## config.mk

```make
export PLATFORM = sky130hd
export DESIGN_NAME = eht_meta_mem
export DESIGN_NICKNAME = d
export VERILOG_FILES = /design/src/eht_pkg.sv /design/src/eht_meta_mem.sv
export SDC_FILE = /design/constraint.sdc
export NUM_CORES = 1
export LEC_CHECK = 0
export ABC_AREA = 1
export BUFFER_PORTS_ARGS = -buffer_cell sky130_fd_sc_hd__buf_4
export CORE_UTILIZATION = 44
export CTS_BUF_LIST = sky130_fd_sc_hd__clkbuf_4 sky130_fd_sc_hd__clkbuf_8 sky130_fd_sc_hd__clkbuf_16
export DETAILED_ROUTE_END_ITERATION = 8
export PLACE_DENSITY = 0.69
export SYNTH_ARGS = -nofsm -noshare
export SYNTH_HDL_FRONTEND = slang
export SYNTH_SLANG_ARGS = --single-unit
```

## constraint.sdc

```tcl
create_clock -name clock -period 1.2 [get_ports clock]
set_input_delay 0 -clock clock [delete_from_list [all_inputs] [get_ports clock]]
set_output_delay 0 -clock clock [all_outputs]
set_load 0.02 [all_outputs]
```

## src/eht_pkg.sv

```systemverilog
`timescale 1ns / 1ps
`default_nettype none

package eht_pkg;

   localparam int MAX_GLOBAL_DEPTH = 6;
   localparam int SLOTS_PER_BUCKET = 4;
   localparam int KEY_BITS         = 32;
   localparam int VALUE_BITS       = 32;

   localparam int IDX_W       = MAX_GLOBAL_DEPTH;
   localparam int DIR_ENTRIES = 1 << IDX_W;
   localparam int DEPTH_W     = 3;
   localparam int FILL_W      = $clog2(SLOTS_PER_BUCKET + 1);
   localparam int SLOT_W      = (SLOTS_PER_BUCKET > 1) ? $clog2(SLOTS_PER_BUCKET) : 1;
   localparam int VALID_BITS  = DIR_ENTRIES * SLOTS_PER_BUCKET;
   localparam int META_AW     = IDX_W + 1;
   localparam int META_DW     = IDX_W;
   localparam int CNT_W       = IDX_W + 2;
   localparam int CSR_AW      = 3;
   localparam int CSR_DW      = 32;
   localparam int CFG_W       = 3;

   // request actions
   localparam logic [2:0] ACT_INSERT = 3'd0;
   localparam logic [2:0] ACT_REMOVE = 3'd1;
   localparam logic [2:0] ACT_UPDATE = 3'd2;
   localparam logic [2:0] ACT_SEARCH = 3'd3;
   localparam logic [2:0] ACT_CLEAR  = 3'd4;

   // result status
   localparam logic [1:0] ST_DONE    = 2'd0;
   localparam logic [1:0] ST_EXISTS  = 2'd1;
   localparam logic [1:0] ST_MISSING = 2'd2;
   localparam logic [1:0] ST_FULL    = 2'd3;

   // remove modes
   localparam logic [1:0] RM_LAZY   = 2'd0;
   localparam logic [1:0] RM_SHRINK = 2'd2;

   // meta memory regions (top address bit)
   localparam logic META_DIR   = 1'b0;
   localparam logic META_DEPTH = 1'b1;

   // register index, taken from paddr[2]
   localparam logic CSR_BUCKET_CAPACITY = 1'b0;
   localparam logic CSR_INITIAL_DEPTH   = 1'b1;

   typedef struct packed {
      logic [2:0]            action;
      logic [KEY_BITS-1:0]   key;
      logic [VALUE_BITS-1:0] value_in;
      logic [1:0]            remove_mode;
   } req_type;

   typedef struct packed {
      logic [1:0]            status;
      logic [VALUE_BITS-1:0] value_out;
      logic [IDX_W-1:0]      bucket_index;
      logic [DEPTH_W-1:0]    bucket_depth;
      logic [DEPTH_W-1:0]    table_depth;
   } rsp_type;

   typedef struct packed {
      logic [KEY_BITS-1:0]   key;
      logic [VALUE_BITS-1:0] value;
   } slot_entry_type;

   typedef slot_entry_type [SLOTS_PER_BUCKET-1:0] slot_row_type;

   typedef struct packed {
      logic               rd_en;
      logic [META_AW-1:0] rd_addr;
      logic               wr_en;
      logic [META_AW-1:0] wr_addr;
      logic [META_DW-1:0] wr_data;
   } meta_cmd_type;

   typedef struct packed {
      logic                        rd_en;
      logic [IDX_W-1:0]            rd_addr;
      logic                        wr_en;
      logic [IDX_W-1:0]            wr_addr;
      logic [SLOTS_PER_BUCKET-1:0] wr_mask;
      slot_row_type                wr_data;
   } slot_cmd_type;

   typedef enum logic [4:0] {
      S_IDLE, S_DIR, S_ROW, S_EVAL, S_SPLIT, S_SPLIT2, S_SPLIT3,
      S_MRG0, S_MRG1, S_MRG2, S_SHR, S_CLR, S_WALK,
      S_FIN0, S_FIN1, S_FIN2, S_SEND
   } state_type;

   typedef enum logic [2:0] {
      W_DOUBLE, W_REMAP, W_MERGE, W_SHRINK, W_CLEAR
   } walk_type;

endpackage

`default_nettype wire

```

## src/eht_meta_mem.sv

```systemverilog
`timescale 1ns / 1ps
`default_nettype none

// directory entries in the low half, bucket local depths in the high half
module eht_meta_mem import eht_pkg::*; (
   input  wire logic               clock,
   input  wire meta_cmd_type       cmd,
   output logic [META_DW-1:0]      rd_data
);

   logic [META_DW-1:0] mem [2**META_AW];
   logic [META_DW-1:0] rd_data_ff;

   always_ff @(posedge clock) begin
      if (cmd.wr_en) begin
         mem[cmd.wr_addr] <= cmd.wr_data;
      end
      if (cmd.rd_en) begin
         rd_data_ff <= mem[cmd.rd_addr];
      end
   end

   assign rd_data = rd_data_ff;

endmodule

`default_nettype wire

```

After elaboration in Yosys (flattened, before gate mapping)
Memory sizes are Yosys's and may differ from the RTL's. A register that Yosys moved wholly into a read port is not among the register bits. Index checks and enable logic that the tools add are counted.

Input bits: 23. Output and inout bits: 6. Flip-flop bits (word level): 0. RAM bits: 768. ROM bits: 0. Word-level logic and storage cells: 3. Latch bits: 0. Memories kept: 1.

Memory list: mem (depth 128, width 6, rd ports 1, clocked after memory_dff 1, wr ports 1, RTL line eht_meta_mem.sv:11) `logic [META_DW-1:0] mem [2**META_AW];`.

Shift-type cells: 0. Bitwise operators: 0. Add/subtract/negate cells: 0. Reductions and logical operators: 0. Mux-type cells: 2. Div/mod/pow operators: 0. $lt $le $gt $ge: 0. Equality and inequality tests: 0. $mul: 0.

Operators by type and width (number): $mux W1 (2).

Longest topological paths before layout
Depth in word-level cells: 2. Depth in mapped cells: 14. Mapped depth without buffers: 11.

Worst setup path before layout
OpenSTA, ideal clock, no wires.

Path kind: input to register. Start: input port cmd[13] (netlist name). End: memory mem[105][0] (netlist name) (enable). Setup time: 0.350 ns. Arrival: 0.903 ns. Data required time: 0.850 ns. Path slack: -0.053 ns. Path buffers: 2. Cell stages on the path: 4. Path through: clkbuf_1 > nand2_1 > clkbuf_1 > nor2_1.

Word-level cells in the longest chain between the ends: 2.

Ends and longest elaborated chain: start: declaration (RTL line eht_meta_mem.sv:7) `input wire meta_cmd_type cmd,`; $mux W1 (RTL line eht_meta_mem.sv:15) `if (cmd.wr_en) begin`; $mux W1 (not written as such) (RTL line eht_meta_mem.sv:16) `mem[cmd.wr_addr] <= cmd.wr_data;`; end: declaration (RTL line eht_meta_mem.sv:11).

No other way between the ends.

==> impl_results.html <==
<table>
<tr><th>Metric</th><th>Value</th></tr>
<tr><th colspan="2">STA</th></tr>
<tr><td>Worst hold slack after final layout</td><td>-265.5 ps</td></tr>
<tr><td>Max Clock Freq</td><td>0.6705 GHz</td></tr>
<tr><td>Final setup violation count</td><td>12</td></tr>
<tr><td>Max-slew violation count</td><td>0</td></tr>
<tr><td>Post-layout worst setup margin</td><td>-291.4 ps</td></tr>
<tr><td>Worst Tran Pin Value</td><td>593.6 ps</td></tr>
<tr><td>Setup Skew</td><td>23.85 ps</td></tr>
<tr><td>Slew margin rel.</td><td>60.38%</td></tr>
<tr><td>Count of final hold-check violations</td><td>6</td></tr>
<tr><td>RSZ-0062 raised after global routing</td><td>true</td></tr>
<tr><td>Share of the cycle needed by the critical path after routing</td><td>124.3%</td></tr>
<tr><td>Period minus WS final</td><td>1491 ps</td></tr>
<tr><th colspan="2">Clocking</th></tr>
<tr><td>Cts-stage hold buffer count</td><td>7</td></tr>
<tr><td>Clock latency reported for the late side of the worst-skew pair</td><td>640 ps</td></tr>
<tr><td>TritonCTS Sinks</td><td>774</td></tr>
<tr><td>Clock buffer depth</td><td>3</td></tr>
<tr><td>Buffers inserted by post-CTS timing repair</td><td>0</td></tr>
<tr><td>TritonCTS Buffers</td><td>76</td></tr>
<tr><td>Root buffer cell</td><td>sky130_fd_sc_hd__clkbuf_16</td></tr>
<tr><td>H-tree lvl count</td><td>3</td></tr>
<tr><td>CTS tree</td><td>yes</td></tr>
<tr><td>Clock transition time at the flip-flop clock pins of the worst setup and hold paths</td><td>60 ps</td></tr>
<tr><th colspan="2">Yosys</th></tr>
<tr><td>Register area share after synthesis</td><td>72.84%</td></tr>
<tr><td>Post-synthesis cell count</td><td>2730</td></tr>
<tr><td>Mux contribution to synthesized area</td><td>0%</td></tr>
<tr><td>Number of warnings issued by yosys</td><td>0</td></tr>
<tr><td>Count of distinct cell types in the synthesized netlist</td><td>14</td></tr>
<tr><td>Post-synthesis cell area</td><td>31910 um2</td></tr>
<tr><td>Post-synthesis average cell area</td><td>11.69 um2</td></tr>
<tr><td>Synth Area in Simple Gates</td><td>23.45%</td></tr>
<tr><td>Post-synthesis compound-gate area fraction</td><td>0%</td></tr>
<tr><td>Parity-gate share of the synthesized area counting xor and xnor cells</td><td>0%</td></tr>
<tr><td>Dominant combinational cell family by area after synthesis</td><td>simple AND/OR/NAND/NOR gates</td></tr>
<tr><td>Synthesized netlist net count</td><td>2753</td></tr>
<tr><td>FF+latch count, synth</td><td>774</td></tr>
<tr><td>Adder and majority gate portion of the synthesized area</td><td>0%</td></tr>
<tr><th colspan="2">Floorplanning</th></tr>
<tr><td>Die width</td><td>271.3 um</td></tr>
<tr><td>Core area</td><td>71610 um2</td></tr>
<tr><td>Number of placed I/O pins</td><td>29</td></tr>
<tr><td>Y dimension of the die</td><td>271.3 um</td></tr>
<tr><td>Total Die Area</td><td>73600 um2</td></tr>
<tr><td>Number of cell rows</td><td>98</td></tr>
<tr><td>Starting utilization of the core area</td><td>44.56%</td></tr>
<tr><th colspan="2">Route</th></tr>
<tr><td>Final routed wire length divided by cell count</td><td>21.20 um</td></tr>
<tr><td>Sum of routed wire length over all layers</td><td>84.03 mm</td></tr>
<tr><td>Residual antenna-violating net count after detailed routing</td><td>0</td></tr>
<tr><td>Via density per instance</td><td>5.603</td></tr>
<tr><td>DRC violations left</td><td>0</td></tr>
<tr><td>Iter 0 DRT Violations</td><td>2826</td></tr>
<tr><td>Total iterations of the first detailed-routing run</td><td>6</td></tr>
<tr><td>Via count</td><td>22210</td></tr>
<tr><th colspan="2">GRT</th></tr>
<tr><td>Global-route track usage on met2</td><td>36.57%</td></tr>
<tr><td>Number of global-route vias before repair</td><td>21900</td></tr>
<tr><td>First-pass GRT wire length</td><td>127.5 mm</td></tr>
<tr><td>Layer with the highest usage</td><td>met2</td></tr>
<tr><td>Met3 usage</td><td>3.308%</td></tr>
<tr><td>Antenna violations before repair</td><td>1</td></tr>
<tr><td>Pin count of the biggest net entering global routing</td><td>84</td></tr>
<tr><td>Sum of overflow across all layers after global routing</td><td>0</td></tr>
<tr><td>GR Layer Usage met1</td><td>31.39%</td></tr>
<tr><td>Tot GR Track Use</td><td>22.65%</td></tr>
<tr><th colspan="2">Setup path</th></tr>
<tr><td>Data required time of the critical path</td><td>1610 ps</td></tr>
<tr><td>End of the critical path</td><td>rd_data[0]$_DFFE_PP_</td></tr>
<tr><td>Register-to-register setup slack</td><td>-290 ps</td></tr>
<tr><td>Kind of start point of the critical path</td><td>flop</td></tr>
<tr><td>Endpoint of the worst register-to-register path</td><td>rd_data[0]$_DFFE_PP_</td></tr>
<tr><td>Crit-path max cell delay</td><td>360 ps</td></tr>
<tr><td>Setup crit start</td><td>mem[100][0]$_DFFE_PP_</td></tr>
<tr><td>Setup Crit Path Kind</td><td>flop to flop</td></tr>
<tr><td>Cell seen most often among critical-path stages</td><td>sky130_fd_sc_hd__nand2_1</td></tr>
<tr><td>Beginning of the worst register-to-register path</td><td>mem[100][0]$_DFFE_PP_</td></tr>
<tr><td>R2r worst-path depth</td><td>10</td></tr>
<tr><td>Slowest CP cell</td><td>sky130_fd_sc_hd__edfxtp_1</td></tr>
<tr><td>Maximum fanout count along the critical path</td><td>1</td></tr>
<tr><td>Worst path arrival time</td><td>1900 ps</td></tr>
<tr><td>Critical path, cell by cell</td><td>nand2_1 &gt; nand3_1 &gt; nand3_1 &gt; nand3_2 &gt; nand2_2 &gt; nand2_1 &gt; nand3_2 &gt; nand2_2 &gt; nand2_1 &gt; nand2_1</td></tr>
<tr><td>Setup crit end kind</td><td>flop</td></tr>
<tr><th colspan="2">Placement</th></tr>
<tr><td>Port Buffer Count</td><td>28</td></tr>
<tr><td>DP Wirelength</td><td>52.21 mm</td></tr>
<tr><td>RD Place Congestion</td><td>0.9248</td></tr>
<tr><td>Number of instances in the placed design</td><td>3824</td></tr>
<tr><th colspan="2">Finish</th></tr>
<tr><td>Area growth from synthesis to layout</td><td>21.15%</td></tr>
<tr><td>Most frequent standard cell in the layout excluding fill and tap cells</td><td>sky130_fd_sc_hd__nand2_1</td></tr>
<tr><td>Fraction of final layout cells sized beyond drive strength 1</td><td>21.24%</td></tr>
<tr><td>Leading cell types in the layout, fill and taps excluded</td><td>sky130_fd_sc_hd__nand2_1 (861), sky130_fd_sc_hd__edfxtp_1 (774), sky130_fd_sc_hd__nand3_1 (553)</td></tr>
<tr><td>Number of inserted filler cells in the final layout</td><td>5924</td></tr>
<tr><td>Final non-filler cell total</td><td>3964</td></tr>
<tr><td>Total Nets Final</td><td>2982</td></tr>
<tr><th colspan="2">Power and ir drop</th></tr>
<tr><td>Maximum vdd drop</td><td>0.001120 V</td></tr>
<tr><td>P_leak</td><td>14.15 nW</td></tr>
<tr><td>Power per cell area</td><td>1493 nW/um2</td></tr>
<tr><th colspan="2">Run status</th></tr>
<tr><td>Violated checks</td><td>hold timing, setup timing</td></tr>
<tr><td>Run status</td><td>complete, but fails checks</td></tr>
<tr><th colspan="2">Hold path</th></tr>
<tr><td>Min-delay worst type</td><td>input pin to flop</td></tr>
<tr><th colspan="2">Job</th></tr>
<tr><td>Max-cap violations</td><td>0</td></tr>
</table>
==> state kept, by name, indices dropped and copies added, names as in the netlist <==
name     flops
mem        768
rd_data      6
==> metrics by stage <==
stage	util, %	TNS [ps]	instance area (um2)	setup slack [ps]	power [mW]
final	53.99	-2010	38660	-291.4	57.72
after floorplan	-	-22170	32190	-52.55	32.63
after global placement	49.05	-109730	35120	-614.8	34.36
after detailed placement	49.05	-133310	35120	-627.3	34.42
after global routing	53.98	-2474	38660	-369.0	59.22
after CTS	53.33	-2037	38190	-266.2	57.66
==> what timing repair did <==
item                                    4_1_cts  5_1_grt
resized for setup                           129      101
pin swaps                                    60       94
cloned                                        0        0
endpoints found under the hold margin       677        6
endpoints found under the setup margin       12       12
==> worst min path at each step <==
stage          slack, ps  cells after the start  startpoint              endpoint
5_1_grt             -250                      3     cmd[20]  rd_data[0]$_DFFE_PP_
6_report            -270                      3     cmd[20]  rd_data[0]$_DFFE_PP_
4_1_cts             -280                      3     cmd[20]  rd_data[0]$_DFFE_PP_
3_5_place_dp         270                      1     cmd[21]  rd_data[0]$_DFFE_PP_
2_1_floorplan        100                      0      cmd[0]   mem[0][0]$_DFFE_PP_
3_3_place_gp         260                      1     cmd[21]  rd_data[0]$_DFFE_PP_
==> cell families (layout without fill, tap and decap cells) <==
group	after synthesis	in the layout
buf+inv	198	481
other cells	0	1
simple gates	1758	1758
flops	774	774
==> critical path, delay by kind of cell (launching register included) <==
family,cells,cell delay (ps)
DFF,1,360
and+or+nand+nor,10,920
==> cell usage after synthesis <==
cell type	instances	area (um2)
sky130_fd_sc_hd__buf_1	11	41.29
sky130_fd_sc_hd__buf_2	93	465.5
sky130_fd_sc_hd__buf_4	8	60.06
sky130_fd_sc_hd__buf_6	34	382.9
sky130_fd_sc_hd__buf_8	3	45.04
sky130_fd_sc_hd__clkbuf_1	25	93.84
sky130_fd_sc_hd__edfxtp_1	774	23240
sky130_fd_sc_hd__inv_1	22	82.58
sky130_fd_sc_hd__inv_2	1	3.750
sky130_fd_sc_hd__inv_6	1	8.760
sky130_fd_sc_hd__nand2_1	917	3442
sky130_fd_sc_hd__nand3_1	699	3498
sky130_fd_sc_hd__nor2_1	134	503.0
sky130_fd_sc_hd__nor3_1	8	40.04
==> report_power, final <==
part           internal, mW  leakage [nW]  total [mW]  switching [mW]
registers              29.9          6.96        29.9          0.0517
logic                  1.43          5.99        4.41            2.97
clock network          13.2          1.19        23.4            10.2
total                  44.5          14.1        57.7            13.2
==> final cells by class <==
| cell class | instances | area (um2) | share of cell area, % |
|---|---|---|---|
| tap | 950 | 1189 | 3.075 |
| inverter | 24 | 107.6 | 0.2783 |
| sequential | 774 | 23240 | 60.12 |
| clock inverter | 47 | 454.2 | 1.175 |
| timing repair buffer | 325 | 3192 | 8.256 |
| clock buffer | 85 | 1969 | 5.094 |
| antenna | 1 | 2.502 | 0.006473 |
| multi-input combinational | 1758 | 8502 | 21.99 |
==> routing by layer <==
layer	share of wire, %	wire length (um)	vias up
met5	0	0	-
met4	2.7	2298	0
met3	9.5	7996	153
met2	48	39970	1165
met1	40	33760	10850
li1	-	-	10040
No activity file was read; power rests on OpenSTA's default activity.
